### config.mk
export PLATFORM = sky130hd
export DESIGN_NAME = bmp24_pixel_stream_to_rgb565_core
export DESIGN_NICKNAME = d
export VERILOG_FILES = /design/src/rtl/bmp565_pkg.sv /design/src/rtl/bmp565_step.sv /design/src/rtl/bmp24_pixel_stream_to_rgb565_core.sv
export SDC_FILE = /design/constraint.sdc
export NUM_CORES = 1
export LEC_CHECK = 0
export ABC_AREA = 1
export ABC_CLOCK_PERIOD_IN_PS = 3510
export BUFFER_PORTS_ARGS = -buffer_cell sky130_fd_sc_hd__buf_2
export CELL_PAD_IN_SITES_DETAIL_PLACEMENT = 1
export CELL_PAD_IN_SITES_GLOBAL_PLACEMENT = 1
export CORE_MARGIN = 4
export CORE_UTILIZATION = 45
export CTS_BUF_LIST = sky130_fd_sc_hd__clkbuf_16
export CTS_CLUSTER_DIAMETER = 150
export DETAILED_ROUTE_END_ITERATION = 10
export PLACE_DENSITY_LB_ADDON = 0.25
export SETUP_SLACK_MARGIN = 0.02
export SYNTH_ARGS = -nofsm -noshare
export SYNTH_HDL_FRONTEND = slang
export SYNTH_SLANG_ARGS = --single-unit
### constraint.sdc
create_clock -name clk -period 3.51 [get_ports clk]
set_clock_uncertainty 0.05 [all_clocks]
set_input_delay 0.702 -clock clk [delete_from_list [all_inputs] [get_ports clk]]
set_output_delay 0.702 -clock clk [all_outputs]
set_load 0.02 [all_outputs]
### src/rtl/bmp565_pkg.sv
`timescale 1ns / 1ps
// ----------------------------------------------------------------------------
// bmp565_pkg: shared types and constants
// Register map, field widths and the per-beat state and result records of
// the 24-bit bitmap to RGB565 pixel converter.
// ----------------------------------------------------------------------------
package bmp565_pkg;

	// Parameter defaults
	localparam int MAX_WIDTH_DEF  = 1024;
	localparam int MAX_HEIGHT_DEF = 1024;

	// Width of the size arithmetic: holds 4096 and any 11-bit register value
	localparam int CALC_W = 13;

	// Register field widths
	localparam int SIZE_W   = 11;
	localparam int CODE_W   = 8;
	localparam int CFG_IDX_W = 8;
	localparam int CFG_DAT_W = 11;

	// Output field widths
	localparam int PIX_W = 16;
	localparam int POS_W = 10;

	// Register indexes
	localparam logic [CFG_IDX_W-1:0] CFG_IMAGE_WIDTH      = 8'd0;
	localparam logic [CFG_IDX_W-1:0] CFG_IMAGE_HEIGHT     = 8'd1;
	localparam logic [CFG_IDX_W-1:0] CFG_COLOR_DEPTH      = 8'd2;
	localparam logic [CFG_IDX_W-1:0] CFG_COMPRESSION_MODE = 8'd3;

	// Register reset values
	localparam logic [SIZE_W-1:0] RST_IMAGE_WIDTH      = 11'd320;
	localparam logic [SIZE_W-1:0] RST_IMAGE_HEIGHT     = 11'd240;
	localparam logic [CODE_W-1:0] RST_COLOR_DEPTH      = 8'd24;
	localparam logic [CODE_W-1:0] RST_COMPRESSION_MODE = 8'd0;

	// Only supported format
	localparam logic [CODE_W-1:0] BPP_SUPPORTED  = 8'd24;
	localparam logic [CODE_W-1:0] COMP_SUPPORTED = 8'd0;

	// Status codes
	localparam logic STATUS_OK          = 1'b0;
	localparam logic STATUS_UNSUPPORTED = 1'b1;

	// Which byte of the pixel comes next
	typedef enum logic [1:0] {
		PH_BLUE  = 2'd0,
		PH_GREEN = 2'd1,
		PH_RED   = 2'd2
	} phase_t;

	// Per-byte state that does not depend on the size parameters
	typedef struct packed {
		phase_t       phase;
		logic [1:0]   pad;
		logic [7:0]   blue;
		logic [7:0]   green;
	} byte_state_t;

	// One result beat
	typedef struct packed {
		logic             status;
		logic [PIX_W-1:0] pixel;
		logic [POS_W-1:0] column;
		logic [POS_W-1:0] row;
		logic             row_last;
		logic             image_last;
	} result_t;

endpackage

### src/rtl/bmp565_step.sv
`timescale 1ns / 1ps
// ----------------------------------------------------------------------------
// bmp565_step: per-byte next-state and result logic
// Decodes one pixel-data byte at the current position, drops row padding,
// packs RGB565 on the red byte and flags row and image ends or bad formats.
// ----------------------------------------------------------------------------
module bmp565_step #(
	parameter int MAX_WIDTH  = bmp565_pkg::MAX_WIDTH_DEF,
	parameter int MAX_HEIGHT = bmp565_pkg::MAX_HEIGHT_DEF,
	parameter int CW = (MAX_WIDTH  > 1) ? $clog2(MAX_WIDTH)  : 1,
	parameter int RW = (MAX_HEIGHT > 1) ? $clog2(MAX_HEIGHT) : 1
) (
	input  bmp565_pkg::byte_state_t          cur,
	input  logic [CW-1:0]                    col_cnt,
	input  logic [RW-1:0]                    row_cnt,
	input  logic [bmp565_pkg::SIZE_W-1:0]    image_width,
	input  logic [bmp565_pkg::SIZE_W-1:0]    image_height,
	input  logic [bmp565_pkg::CODE_W-1:0]    color_depth,
	input  logic [bmp565_pkg::CODE_W-1:0]    compression_mode,
	input  logic [7:0]                       data_byte,
	input  logic                             image_start,
	output bmp565_pkg::byte_state_t          nxt,
	output logic [CW-1:0]                    col_nxt,
	output logic [RW-1:0]                    row_nxt,
	output logic                             emit,
	output bmp565_pkg::result_t              res
);
	import bmp565_pkg::*;

	byte_state_t       eff;
	logic [CW-1:0]     col_eff;
	logic [RW-1:0]     row_eff;
	logic              fmt_ok;
	logic [CALC_W-1:0] w_ext, h_ext, wm1, hm1, wp1, col_ext, row_ext, row_pos;
	logic              rlast, row_done, ilast;

	// Start of image clears position before the byte is used
	always_comb begin
		eff     = cur;
		col_eff = col_cnt;
		row_eff = row_cnt;
		if (image_start) begin
			eff.phase = PH_BLUE;
			eff.pad   = 2'd0;
			col_eff   = '0;
			row_eff   = '0;
		end
	end

	assign fmt_ok = (color_depth == BPP_SUPPORTED) && (compression_mode == COMP_SUPPORTED);

	// Clamp size to 1..MAX, kept as size minus one
	assign w_ext = CALC_W'(image_width);
	assign h_ext = CALC_W'(image_height);
	assign wm1 = (w_ext == '0) ? '0 :
		(w_ext > CALC_W'(MAX_WIDTH)) ? CALC_W'(MAX_WIDTH - 1) : w_ext - 1'b1;
	assign hm1 = (h_ext == '0) ? '0 :
		(h_ext > CALC_W'(MAX_HEIGHT)) ? CALC_W'(MAX_HEIGHT - 1) : h_ext - 1'b1;
	assign wp1 = wm1 + 1'b1;

	assign col_ext  = CALC_W'(col_eff);
	assign row_ext  = CALC_W'(row_eff);
	assign rlast    = (col_ext >= wm1);
	assign row_done = (row_ext >= hm1);
	assign ilast    = rlast && row_done;
	assign row_pos  = row_done ? '0 : (hm1 - row_ext);

	always_comb begin
		nxt     = eff;
		col_nxt = col_eff;
		row_nxt = row_eff;
		emit    = 1'b0;
		res     = '0;
		if (!fmt_ok) begin
			emit       = 1'b1;
			res.status = STATUS_UNSUPPORTED;
		end else if (eff.pad != 2'd0) begin
			nxt.pad = eff.pad - 2'd1;
		end else begin
			case (eff.phase)
				PH_BLUE: begin
					nxt.blue  = data_byte;
					nxt.phase = PH_GREEN;
				end
				PH_GREEN: begin
					nxt.green = data_byte;
					nxt.phase = PH_RED;
				end
				default: begin
					emit           = 1'b1;
					res.status     = STATUS_OK;
					res.pixel      = {data_byte[7:3], eff.green[7:2], eff.blue[7:3]};
					res.column     = col_ext[POS_W-1:0];
					res.row        = row_pos[POS_W-1:0];
					res.row_last   = rlast;
					res.image_last = ilast;
					nxt.phase      = PH_BLUE;
					if (rlast) begin
						col_nxt = '0;
						nxt.pad = wp1[1:0];
						row_nxt = ilast ? '0 : row_eff + 1'b1;
					end else begin
						col_nxt = col_eff + 1'b1;
					end
				end
			endcase
		end
	end

endmodule

### src/rtl/bmp24_pixel_stream_to_rgb565_core.sv
`timescale 1ns / 1ps
// ----------------------------------------------------------------------------
// bmp24_pixel_stream_to_rgb565_core: bitmap pixel bytes to RGB565 pixels
// The pixel beat of an accepted red byte is registered before it is shown.
// Throughput: one byte per cycle, set by the single result register; a byte
// is taken even while a pixel waits, unless that pixel is stalled.
// Reset: position and phase clear, registers take 320 x 240, 24 bpp, no
// compression; the result register comes up empty.
// ----------------------------------------------------------------------------
module bmp24_pixel_stream_to_rgb565_core #(
	parameter int MAX_WIDTH  = bmp565_pkg::MAX_WIDTH_DEF,
	parameter int MAX_HEIGHT = bmp565_pkg::MAX_HEIGHT_DEF
) (
	input  logic                               clk,
	input  logic                               arst_n,
	// Configuration write channel
	input  logic                               cfg_valid,
	output logic                               cfg_ready,
	input  logic [bmp565_pkg::CFG_IDX_W-1:0]   cfg_index,
	input  logic [bmp565_pkg::CFG_DAT_W-1:0]   cfg_data,
	// Byte input channel
	input  logic                               in_valid,
	output logic                               in_stall,
	input  logic [7:0]                         data_byte,
	input  logic                               image_start,
	// Pixel output channel
	output logic                               out_valid,
	input  logic                               out_stall,
	output logic                               status,
	output logic [bmp565_pkg::PIX_W-1:0]       pixel_rgb565,
	output logic [bmp565_pkg::POS_W-1:0]       column,
	output logic [bmp565_pkg::POS_W-1:0]       row,
	output logic                               row_last,
	output logic                               image_last
);
	import bmp565_pkg::*;

	localparam int CW = (MAX_WIDTH  > 1) ? $clog2(MAX_WIDTH)  : 1;
	localparam int RW = (MAX_HEIGHT > 1) ? $clog2(MAX_HEIGHT) : 1;

	// Configuration registers
	logic [SIZE_W-1:0] image_width_q, image_height_q;
	logic [CODE_W-1:0] color_depth_q, compression_mode_q;

	// Position and held color state
	byte_state_t   st_q, st_nxt;
	logic [CW-1:0] col_q, col_nxt;
	logic [RW-1:0] row_q, row_nxt;

	// Result register
	logic    out_valid_s1;
	result_t res_s1, res_nxt;
	logic    emit;
	logic    accept;

	// Registers are always writable; host must write only while idle, unenforced.
	assign cfg_ready = 1'b1;

	always_ff @(posedge clk or negedge arst_n) begin
		if (!arst_n) begin
			image_width_q      <= RST_IMAGE_WIDTH;
			image_height_q     <= RST_IMAGE_HEIGHT;
			color_depth_q      <= RST_COLOR_DEPTH;
			compression_mode_q <= RST_COMPRESSION_MODE;
		end else if (cfg_valid && cfg_ready) begin
			case (cfg_index)
				CFG_IMAGE_WIDTH:      image_width_q      <= cfg_data;
				CFG_IMAGE_HEIGHT:     image_height_q     <= cfg_data;
				CFG_COLOR_DEPTH:      color_depth_q      <= cfg_data[CODE_W-1:0];
				CFG_COMPRESSION_MODE: compression_mode_q <= cfg_data[CODE_W-1:0];
				default: ;
			endcase
		end
	end

	// Hold the input only while a finished pixel is stalled downstream
	assign in_stall = out_valid_s1 && out_stall;
	assign accept   = in_valid && !in_stall;

	bmp565_step #(
		.MAX_WIDTH  (MAX_WIDTH),
		.MAX_HEIGHT (MAX_HEIGHT),
		.CW         (CW),
		.RW         (RW)
	) u_step (
		.cur              (st_q),
		.col_cnt          (col_q),
		.row_cnt          (row_q),
		.image_width      (image_width_q),
		.image_height     (image_height_q),
		.color_depth      (color_depth_q),
		.compression_mode (compression_mode_q),
		.data_byte        (data_byte),
		.image_start      (image_start),
		.nxt              (st_nxt),
		.col_nxt          (col_nxt),
		.row_nxt          (row_nxt),
		.emit             (emit),
		.res              (res_nxt)
	);

	// Advance position state on every accepted beat
	always_ff @(posedge clk or negedge arst_n) begin
		if (!arst_n) begin
			st_q.phase <= PH_BLUE;
			st_q.pad   <= 2'd0;
			st_q.blue  <= 8'd0;
			st_q.green <= 8'd0;
			col_q      <= '0;
			row_q      <= '0;
		end else if (accept) begin
			st_q  <= st_nxt;
			col_q <= col_nxt;
			row_q <= row_nxt;
		end
	end

	// Result stage: load on a pixel-producing beat, drop once taken
	always_ff @(posedge clk or negedge arst_n) begin
		if (!arst_n) begin
			out_valid_s1 <= 1'b0;
		end else if (accept) begin
			out_valid_s1 <= emit;
		end else if (!out_stall) begin
			out_valid_s1 <= 1'b0;
		end
	end

	always_ff @(posedge clk) begin
		if (accept && emit) begin
			res_s1 <= res_nxt;
		end
	end

	assign out_valid    = out_valid_s1;
	assign status       = res_s1.status;
	assign pixel_rgb565 = res_s1.pixel;
	assign column       = res_s1.column;
	assign row          = res_s1.row;
	assign row_last     = res_s1.row_last;
	assign image_last   = res_s1.image_last;

endmodule
Yosys cells after proc, flatten, opt, wreduce, memory -nomap -nowiden. Index checks and enable logic that the tools add are counted.

Bits in registers: 118. Logic and storage cells: 90. Output and inout bits: 42. Input bits: 33.

Equal/unequal tests: 6. Multiplexer cells: 33. Magnitude comparators: 4. $add $sub $neg: 7. Bitwise operators: 2. Reductions and logical operators: 21.

Operators with widths (number): $mux W10 (12); $mux W13 (4); $mux W39 (1); $mux W38 (1); $ge A10 B13 Y1 (2); $logic_not A13 Y1 (2); $sub A11 B1 Y12 const B (2); $gt A11 B11 Y1 const B (2); $add A10 B1 Y10 const B (2); $mux W20 (1); $eq A8 B2 Y1 const B (2); $logic_not A8 Y1 (2); $mux W16 (1); $mux W8 (2); $sub A10 B10 Y10 (1); $eq A8 B1 Y1 const B (1); $eq A8 B5 Y1 const B (1); $mux W2 (4); $reduce_and A2 Y1 (4); $reduce_and A4 Y1 (2); $logic_and A1 B1 Y1 (5); $mux W1 (5); $reduce_or A5 Y1 (1); $mux W4 (1); other kinds (11) (12).

Depth between registers and ports, before layout. Gate-level depths: netlist of the first run.

Depth after elaboration: 10. Mapped depth: 28. Gate-level depth less buffers: 28.

Modules after synthesis. A second synthesis of the first run with hierarchy kept.

Cell total of the unflattened synthesis: 983. Area total of the unflattened synthesis: 7500.9 sq um.

Modules (own cells, without submodules): bmp24_pixel_stream_to_rgb565_core (seq. area each 3158.0 sq um, area an instance 4468.0 sq um, cells an instance 403, times used 1); bmp565_step (seq. area each 0.0 sq um, area an instance 3032.9 sq um, cells an instance 580, times used 1).

Worst setup path before layout of the first run. Ideal clock, no wire load.

Path kind: register -> register. Start point: register image_height_q[0]. End point: register res_s1, in the netlist row[7], data pin. Clock period less this slack: 3210 ps. Library setup time: 263 ps. Arrival: 2897 ps. Cell stages (with the launch flop): 24. Required time: 3197 ps. Setup slack: 300 ps. Path buffers: 0. Path through: dfrtp_1 -> inv_1 -> ha_1 -> nand4_1 -> nor2_1 -> nand2_1 -> nor2_2 -> nand2_2 -> nor2_2 -> inv_1 -> o21ai_0 -> inv_1 -> ha_1 -> nand2_1 -> nor2_1 -> nand4_1 -> nand2_1 -> nor2_1 -> nand2_1 -> nand2_1 -> nand2_1 -> nand2_4 -> nand2_1 -> nor2_1.

Longest elaborated chain between the ends: 5. Elaborated cells between the ends (all ways): 8. Classes of those cells: 2 x add/sub; 2 x order compare; 2 x mux; 2 x reduce/logical.

Ends and longest elaborated chain: start, declared (line bmp24_pixel_stream_to_rgb565_core.sv:42) `logic [SIZE_W-1:0] image_width_q, image_height_q;`; start signal, assigned (line bmp24_pixel_stream_to_rgb565_core.sv:68) `CFG_IMAGE_HEIGHT: image_height_q <= cfg_data;`; $sub A11 B1 Y12 / $gt A11 B11 Y1 (equally long branches) (line bmp565_step.sv:58) `(h_ext > CALC_W'(MAX_HEIGHT)) ? CALC_W'(MAX_HEIGHT - 1) : h_ext - 1'b1;`; $mux W13 (line bmp565_step.sv:58); $mux W13 * (line bmp565_step.sv:57) `assign hm1 = (h_ext == '0) ? '0 :`; $ge A10 B13 Y1 (line bmp565_step.sv:64) `assign row_done = (row_ext >= hm1);`; $reduce_or A5 Y1 (no source line); end signal, assigned (line bmp24_pixel_stream_to_rgb565_core.sv:131) `res_s1 <= res_nxt;`; end, declared (line bmp24_pixel_stream_to_rgb565_core.sv:52) `result_t res_s1, res_nxt;`.

Every way passes the cells marked *; elsewhere a longest branch is shown, timed or not. A chain may end at the register's enable or synchronous reset.

Worst setup path in the final report of the first run.
Start point: register image_height_q[5]. End point: register row_q[7].

Longest elaborated chain between the ends: 10. Elaborated cells between the ends (all ways): 12. Classes of those cells: 1 x add/sub; 2 x order compare; 7 x mux; 2 x reduce/logical.

Ends and longest elaborated chain: $sub A11 B1 Y12 / $gt A11 B11 Y1 (equally long branches) (line bmp565_step.sv:58); $mux W13 (line bmp565_step.sv:58); $mux W13 * (line bmp565_step.sv:57); $ge A10 B13 Y1 * (line bmp565_step.sv:64); $logic_and A1 B1 Y1 * (line bmp565_step.sv:65) `assign ilast = rlast && row_done;`; $mux W10 * (line bmp565_step.sv:101) `row_nxt = ilast ? '0 : row_eff + 1'b1;`; $mux W10 * (line bmp565_step.sv:98) `if (rlast) begin`; $mux W10 * (line bmp565_step.sv:80) `case (eff.phase)`; $mux W10 * (line bmp565_step.sv:77) `end else if (eff.pad != 2'd0) begin`; $mux W10 * (line bmp565_step.sv:74) `if (!fmt_ok) begin`; end signal, assigned (line bmp24_pixel_stream_to_rgb565_core.sv:114) `row_q <= row_nxt;`; end, declared (line bmp24_pixel_stream_to_rgb565_core.sv:48) `logic [RW-1:0] row_q, row_nxt;`.

Marks and branches as above.

==> impl_metrics.tcl, run 1 <==
set metrics [dict create \
    critPathMaxFanout 7 \
    drt_iter0_drc 215 \
    dpl.hpwl_um 13400 \
    maxUsedRoutingLayer "met4" \
    netlist_area_sq_um 6690 \
    ys_ff_latch 113 \
    reg2reg_to "row_q[7]$_DFFE_PN0P_" \
    status "finished clean" \
    wirelength_met1_um 7860 \
    crit_buf_inv 4 \
    fp.dieH_um 130 \
    max_freq_ghz 0.290 \
    ys_seq_area_share_pct 45.3 \
    dr.pass1.iters 4 \
    cts_tree "built" \
    cpLargestDelayFamily "simple AND/OR/NAND/NOR gates" \
    clkTransAtPathRegs_ns 0.05 \
    gp_routability_congestion 0.868 \
    dieArea_sq_um 16900 \
    diodes 0 \
    avgSynthCellArea_sq_um 8.39 \
    power_density_nw_per_um2 567 \
    crit_required_ns 3.80 \
    row_count 44 \
    core_sq_um 14500 \
    critical_path_class "register to register" \
    setup_viol 0 \
    final_common_cell "nand2_1" \
    crit_path_frequent_cell "nand2_1" \
    clock_latency_ns 0.42 \
    h-tree-depth 4 \
    grt_first_pass_wirelength_um 30000 \
    period_needed_ns 3.44 \
    ioPinCount 75 \
    cts_buffer_depth 2 \
    final_util_pct 57.5 \
    synth_cells 797 \
    synthTopCellsByArea "dfrtp_1, edfxtp_1, nand2_1" \
    drc 0 \
    wl_per_cell_um 17.6 \
    cts_inserted_buffers 17 \
    met2_length_um 10400 \
    synth_flop_cell "dfrtp_1" \
    tns_ns 0 \
    crit_path_end_kind "register" \
    syn2layout_area_growth_pct 25.0 \
    final_max_slew_viol_count 0 \
    yosysWarnings 0 \
    ys_types 51 \
    async_reset_ff_share_pct 65.5 \
    synth_top_area_cell "dfrtp_1" \
    hold_slack_ns 0.247 \
    detail_route.vias_per_cell 5.31 \
    startpoint_type "register" \
    leakagePower_uw 0.00387 \
    mostFrequentLayoutCells "nand2_1, inv_1, nor2_1, buf_2, dfrtp_1" \
    place_ws_ns -0.115 \
    antenna_left 0 \
    r2r_cells 25 \
    grt-ovfl-total 0 \
    setup_slack_ns 0.0660 \
    grt.total_usage_pct 22.6 \
    cts_root_buf "clkbuf_16" \
    grt_pass1_vias 6129 \
    synth_top_area_share_pct 24.7 \
    finalHoldViolations 0 \
    synthesis.nets 864 \
    synth_edf_count 39 \
    crit_arrival_ns 3.74 \
    holdCritPathClass "primary input to asynchronous set/reset pin" \
    vias 5867 \
    finalWirelength_um 19400 \
    drive_gt1_share_pct 27.9 \
    worst_slew_pin_slew_ns 0.681 \
    finalCritPeriodShare_pct 98.1 \
    clock_sink_count 113 \
    grt_max_degree 75 \
    start_util_pct 46.0 \
    hold_buffers 0 \
    die_w_um 130 \
    max_slew_margin_pct 54.5 \
    wl_met3_um 748 \
    vdd_drop_max_mv 0.335 \
    rsz0062_at_grt "yes" \
    crit_slowest_cell "dfstp_2" \
    max_stage_delay_ns 0.55 \
    rrSetupSlack_ns 0.07 \
    nNetsFinal 974 \
    timing.rr.start "image_height_q[5]$_DFFE_PN1P_" \
    cap_violations 0 \
    numPortBuffers 71 \
    antenna_found_initial 0 \
]
-- logic make-up after synthesis --
| kind of cell | Yosys count | share of synthesized area (%) |
|---|---|---|
| adder cells (fa/ha/maj) | 34 | 6.47 |
| AO/OA/AOI/OAI | 147 | 12.2 |
| AND/OR/NAND/NOR | 331 | 24.3 |
| XOR/XNOR | 20 | 2.62 |
| other | 1 | 0.0561 |
| buffers and inverters | 151 | 9.03 |
| flip-flops | 113 | 45.3 |
-- flip-flops by register name, indices dropped and copies added (netlist names) --
name and cells:
col_q 10, color_depth_q 8, column 10, compression_mode_q 8, image_height_q 11, image_last 1
image_width_q 11, out_valid 1, pixel_rgb565 16, row 10, row_last 1, row_q 10
st_q 15, status 1
-- metal layers --
metal / global-route usage (%) / vias to the layer above
met5: 0 / -
met4: 7.58 / 0
met3: 3.44 / 33
met2: 42.3 / 131
met1: 26.5 / 2899
li1: - / 2804
-- where the power goes --
part           total, uW  internal [uW]  switching, uW
Combinational       1520            616            900
Clock               1750           1110            641
Sequential          1480           1440           38.6
Total               4740           3160           1580
-- worst register-to-register path: cells and delay by family (launching register included) --
kind | cells | cell delay (ns)
and+or+nand+nor | 18 | 1.81
DFF | 1 | 0.55
buffers and inverters | 4 | 0.35
adders and majority gates | 1 | 0.24
AOI/OAI and AO/OA | 2 | 0.37
-- through the flow --
step / total power (uW) / cell area [sq um] / cells
2_1_floorplan: 2330 / 6690 / 797
4_1_cts: 4470 / 7970 / 1088
6_report: 4740 / 8360 / 1104
3_3_place_gp: 2650 / 7370 / 1056
5_1_grt: 4990 / 8360 / 1104
3_5_place_dp: 2710 / 7370 / 1056
-- cells in the mapped netlist (7+ instances only) --
cell / number
inv_2: 8
nand3_1: 28
edfxtp_1: 39
clkbuf_1: 7
o21ai_1: 25
dfrtp_1: 66
buf_2: 8
nor2_2: 13
nand2_2: 7
inv_1: 123
a21oi_1: 40
o21ai_0: 59
dfstp_2: 8
nand2_1: 139
ha_1: 33
nor2_1: 93
nand4_1: 10
nor3_1: 10
xor2_1: 15
-- how the worst max path moves through the flow --
stage | start | end | cells past startpoint
2_1_floorplan | image_height_q[0]$_DFFE_PN0P_ | row[7]$_SDFFCE_PP0P_ | 23
5_1_grt | image_height_q[3]$_DFFE_PN0P_ | row_q[7]$_DFFE_PN0P_ | 25
3_3_place_gp | image_height_q[1]$_DFFE_PN0P_ | row[9]$_SDFFCE_PP0P_ | 23
4_1_cts | image_height_q[0]$_DFFE_PN0P_ | row[1]$_SDFFCE_PP0P_ | 23
3_5_place_dp | image_height_q[0]$_DFFE_PN0P_ | row[1]$_SDFFCE_PP0P_ | 23
6_report | image_height_q[5]$_DFFE_PN1P_ | row_q[7]$_DFFE_PN0P_ | 25
-- cell type report --
cell class	instances	area (sq um)
Tap cell	184	230
Clock buffer	17	425
Sequential cell	113	3030
Multi-Input combinational cell	533	3300
Fill cell	1709	6170
Timing Repair Buffer	110	704
Clock inverter	15	169
Inverter	132	505
-- what timing repair did --
| item | in CTS | in global routing |
|---|---|---|
| gates cloned | 0 | 0 |
| buffers inserted | 0 | 16 |
| resized for setup | 2 | 72 |
| pin swaps | 0 | 27 |
| setup endpoints to repair | 11 | 27 |
No activity file was read; power rests on OpenSTA's default activity.
==> run 2: changes to the inputs <==
--- a/config.mk
+++ b/config.mk
@@ -6,12 +6,12 @@
 export NUM_CORES = 1
 export LEC_CHECK = 0
 export ABC_AREA = 1
-export ABC_CLOCK_PERIOD_IN_PS = 3510
+export ABC_CLOCK_PERIOD_IN_PS = 3100
 export BUFFER_PORTS_ARGS = -buffer_cell sky130_fd_sc_hd__buf_2
 export CELL_PAD_IN_SITES_DETAIL_PLACEMENT = 1
 export CELL_PAD_IN_SITES_GLOBAL_PLACEMENT = 1
 export CORE_MARGIN = 4
-export CORE_UTILIZATION = 45
+export CORE_UTILIZATION = 40
 export CTS_BUF_LIST = sky130_fd_sc_hd__clkbuf_16
 export CTS_CLUSTER_DIAMETER = 150
 export DETAILED_ROUTE_END_ITERATION = 10
==> constraint.sdc (replaced) <==
create_clock -name clk -period 3.1 [get_ports clk]
set_clock_uncertainty 0.05 [all_clocks]
set_input_delay 0.62 -clock clk [delete_from_list [all_inputs] [get_ports clk]]
set_output_delay 0.62 -clock clk [all_outputs]
set_load 0.02 [all_outputs]
==> run 2 against run 1 <==
Compared with the run above: the run now ends with setup timing left; critical path depth down 2; cell count is 9.4% higher; hold slack got worse by 0.089 ns; first-iteration DRC count grew 21%; sequential power grew 13%; sequential share of layout area down 3.7 points; critical endpoint is now row_q[3]$_DFFE_PN0P_; wire length grew 11%; die area grew 12%; setup slack worse by 0.31 ns; core utilization is 1.1 points lower; final area increased by 11%; clock power up 24%.
==> impl_metrics.tcl, run 2 (synthesis results as in run 1) <==
set metrics [dict create \
    crit_path_end_kind "register" \
    crit_arrival_ns 3.64 \
    clock_latency_ns 0.42 \
    grt.total_usage_pct 22.2 \
    wl_met3_um 690 \
    rrSetupSlack_ns -0.24 \
    finalHoldViolations 0 \
    setup_slack_ns -0.241 \
    largest_reg_flops 16 \
    grt-ovfl-total 0 \
    final_common_cell "nand2_1" \
    start_util_pct 40.6 \
    crit_slowest_cell "dfstp_2" \
    dr.pass1.iters 4 \
    die_w_um 137 \
    cpLargestDelayFamily "simple AND/OR/NAND/NOR gates" \
    gp_routability_congestion 0.829 \
    clock_sink_count 113 \
    vdd_drop_max_mv 0.386 \
    dieArea_sq_um 18900 \
    leakagePower_uw 0.00426 \
    wl_per_cell_um 17.8 \
    wirelength_met1_um 8620 \
    cap_violations 0 \
    dpl.hpwl_um 13800 \
    cts_root_buf "clkbuf_16" \
    antenna_found_initial 0 \
    grt_first_pass_wirelength_um 32700 \
    worst_slew_pin_slew_ns 0.664 \
    ioPinCount 75 \
    fill_cells 1927 \
    critPathMaxFanout 7 \
    finalWirelength_um 21500 \
    detail_route.vias_per_cell 5.12 \
    max_freq_ghz 0.299 \
    hold_buffers 0 \
    cts_inserted_buffers 17 \
    numPortBuffers 71 \
    power_density_nw_per_um2 657 \
    core_sq_um 16500 \
    drc 0 \
    max_slew_margin_pct 55.6 \
    h-tree-depth 4 \
    maxUsedRoutingLayer "met4" \
    grt_pass1_vias 6667 \
    critical_path_class "register to register" \
    drive_gt1_share_pct 37.6 \
    diodes 0 \
    crit_buf_inv 4 \
    met2_length_um 11700 \
    syn2layout_area_growth_pct 39.0 \
    setup_viol 30 \
    tns_ns -4.18 \
    grt_max_degree 75 \
    fp.dieH_um 137 \
    cts_tree "built" \
    status "finished, violations left" \
    row_count 47 \
    final_max_slew_viol_count 0 \
    violations "setup timing" \
    final_util_pct 56.5 \
    startpoint_type "register" \
    nNetsFinal 1042 \
    drt_iter0_drc 261 \
    finalCritPeriodShare_pct 108 \
    rsz0062_at_grt "yes" \
    antenna_left 0 \
    period_needed_ns 3.34 \
    crit_chain "inv_1 > nand4_1 > nor2_1 > nand2_1 > nor2_2 > nand2_2 > inv_2 > nor2_4 > inv_4 > a21oi_4 > inv_1 > ha_1 > o21ai_2 > nand2_2 > o21ai_2 > nand2_1 > nand2_1 > nand2_2 > nand2_8 > nor2_8 > nor2_8 > nand3_2 > a21oi_2" \
    crit_required_ns 3.40 \
    cts_buffer_depth 2 \
    clkTransAtPathRegs_ns 0.06 \
    mostFrequentLayoutCells "nand2_1, inv_1, buf_4, nor2_1, buf_2" \
    vias 6183 \
    max_stage_delay_ns 0.53 \
    holdCritPathClass "primary input to asynchronous set/reset pin" \
]
==> run 2: per-layer routing <==
| layer | vias up | global-route usage, % |
|---|---|---|
| met2 | 134 | 41.6 |
| met4 | 0 | 7.32 |
| met1 | 3063 | 25.3 |
| li1 | 2951 | - |
| met5 | - | 0 |
| met3 | 35 | 4.02 |
==> run 2: per-stage QoR <==
step                power, uW  cell area [sq um]  setup slack, ns  hold WS, ns  std cells
global route             6410               9300           -0.444        0.200       1208
global placement         3210               7800           -0.170        0.411       1141
detailed placement       3290               7800           -0.354        0.425       1141
CTS                      5770               8840           -0.143        0.189       1188
floorplan                2660               6710           0.0223        0.274        797
finish                   6110               9300           -0.241        0.158       1208
==> run 2: report_power, final <==
group	internal [uW]	switching, uW	leakage, uW
registers	1630	43.0	0.00135
logic	994	1270	0.00259
clock network	1370	799	0.000318
total	4000	2120	0.00426
==> run 2: final timing paths <==
kind	start	endpoint	depth (start not counted)
worst min register to register	image_height_q[7]$_DFFE_PN1P_	image_height_q[7]$_DFFE_PN1P_	2
min in group clk	out_stall	out_valid$_DFFE_PN0P_	3
worst min-delay path	arst_n	st_q[2]$_DFFE_PN0P_	2
max in group asynchronous	arst_n	image_height_q[6]$_DFFE_PN1P_	2
worst max register to register	image_height_q[4]$_DFFE_PN1P_	row_q[3]$_DFFE_PN0P_	23
worst max-delay path	image_height_q[4]$_DFFE_PN1P_	row_q[3]$_DFFE_PN0P_	23
==> run 2: timing repair <==
item,CTS,global route
buffers inserted,15,19
cloned,1,1
pin swaps,28,63
gates resized for setup,64,83
endpoints found under the setup margin,34,34
==> run 2: cell type report <==
type / count / area [sq um] / area share [%]
Sequential cell: 113 / 3030 / 32.6
Tap cell: 220 / 275 / 2.96
Clock buffer: 17 / 425 / 4.57
Clock inverter: 15 / 221 / 2.38
Timing Repair Buffer: 176 / 1240 / 13.3
Inverter: 132 / 515 / 5.54
Multi-Input combinational cell: 535 / 3590 / 38.6
==> run 2: worst reg2reg max path, stage by stage (launching register included) <==
cell     delay (ns)
dfstp_2        0.53
inv_1          0.05
nand4_1        0.12
nor2_1         0.06
nand2_1        0.09
nor2_2         0.06
nand2_2        0.11
inv_2          0.06
nor2_4         0.24
inv_4          0.08
a21oi_4        0.24
inv_1          0.11
ha_1           0.25
o21ai_2        0.19
nand2_2        0.09
o21ai_2        0.13
nand2_1        0.07
nand2_1        0.08
nand2_2        0.09
nand2_8        0.11
nor2_8         0.06
nor2_8         0.16
nand3_2        0.10
a21oi_2        0.14
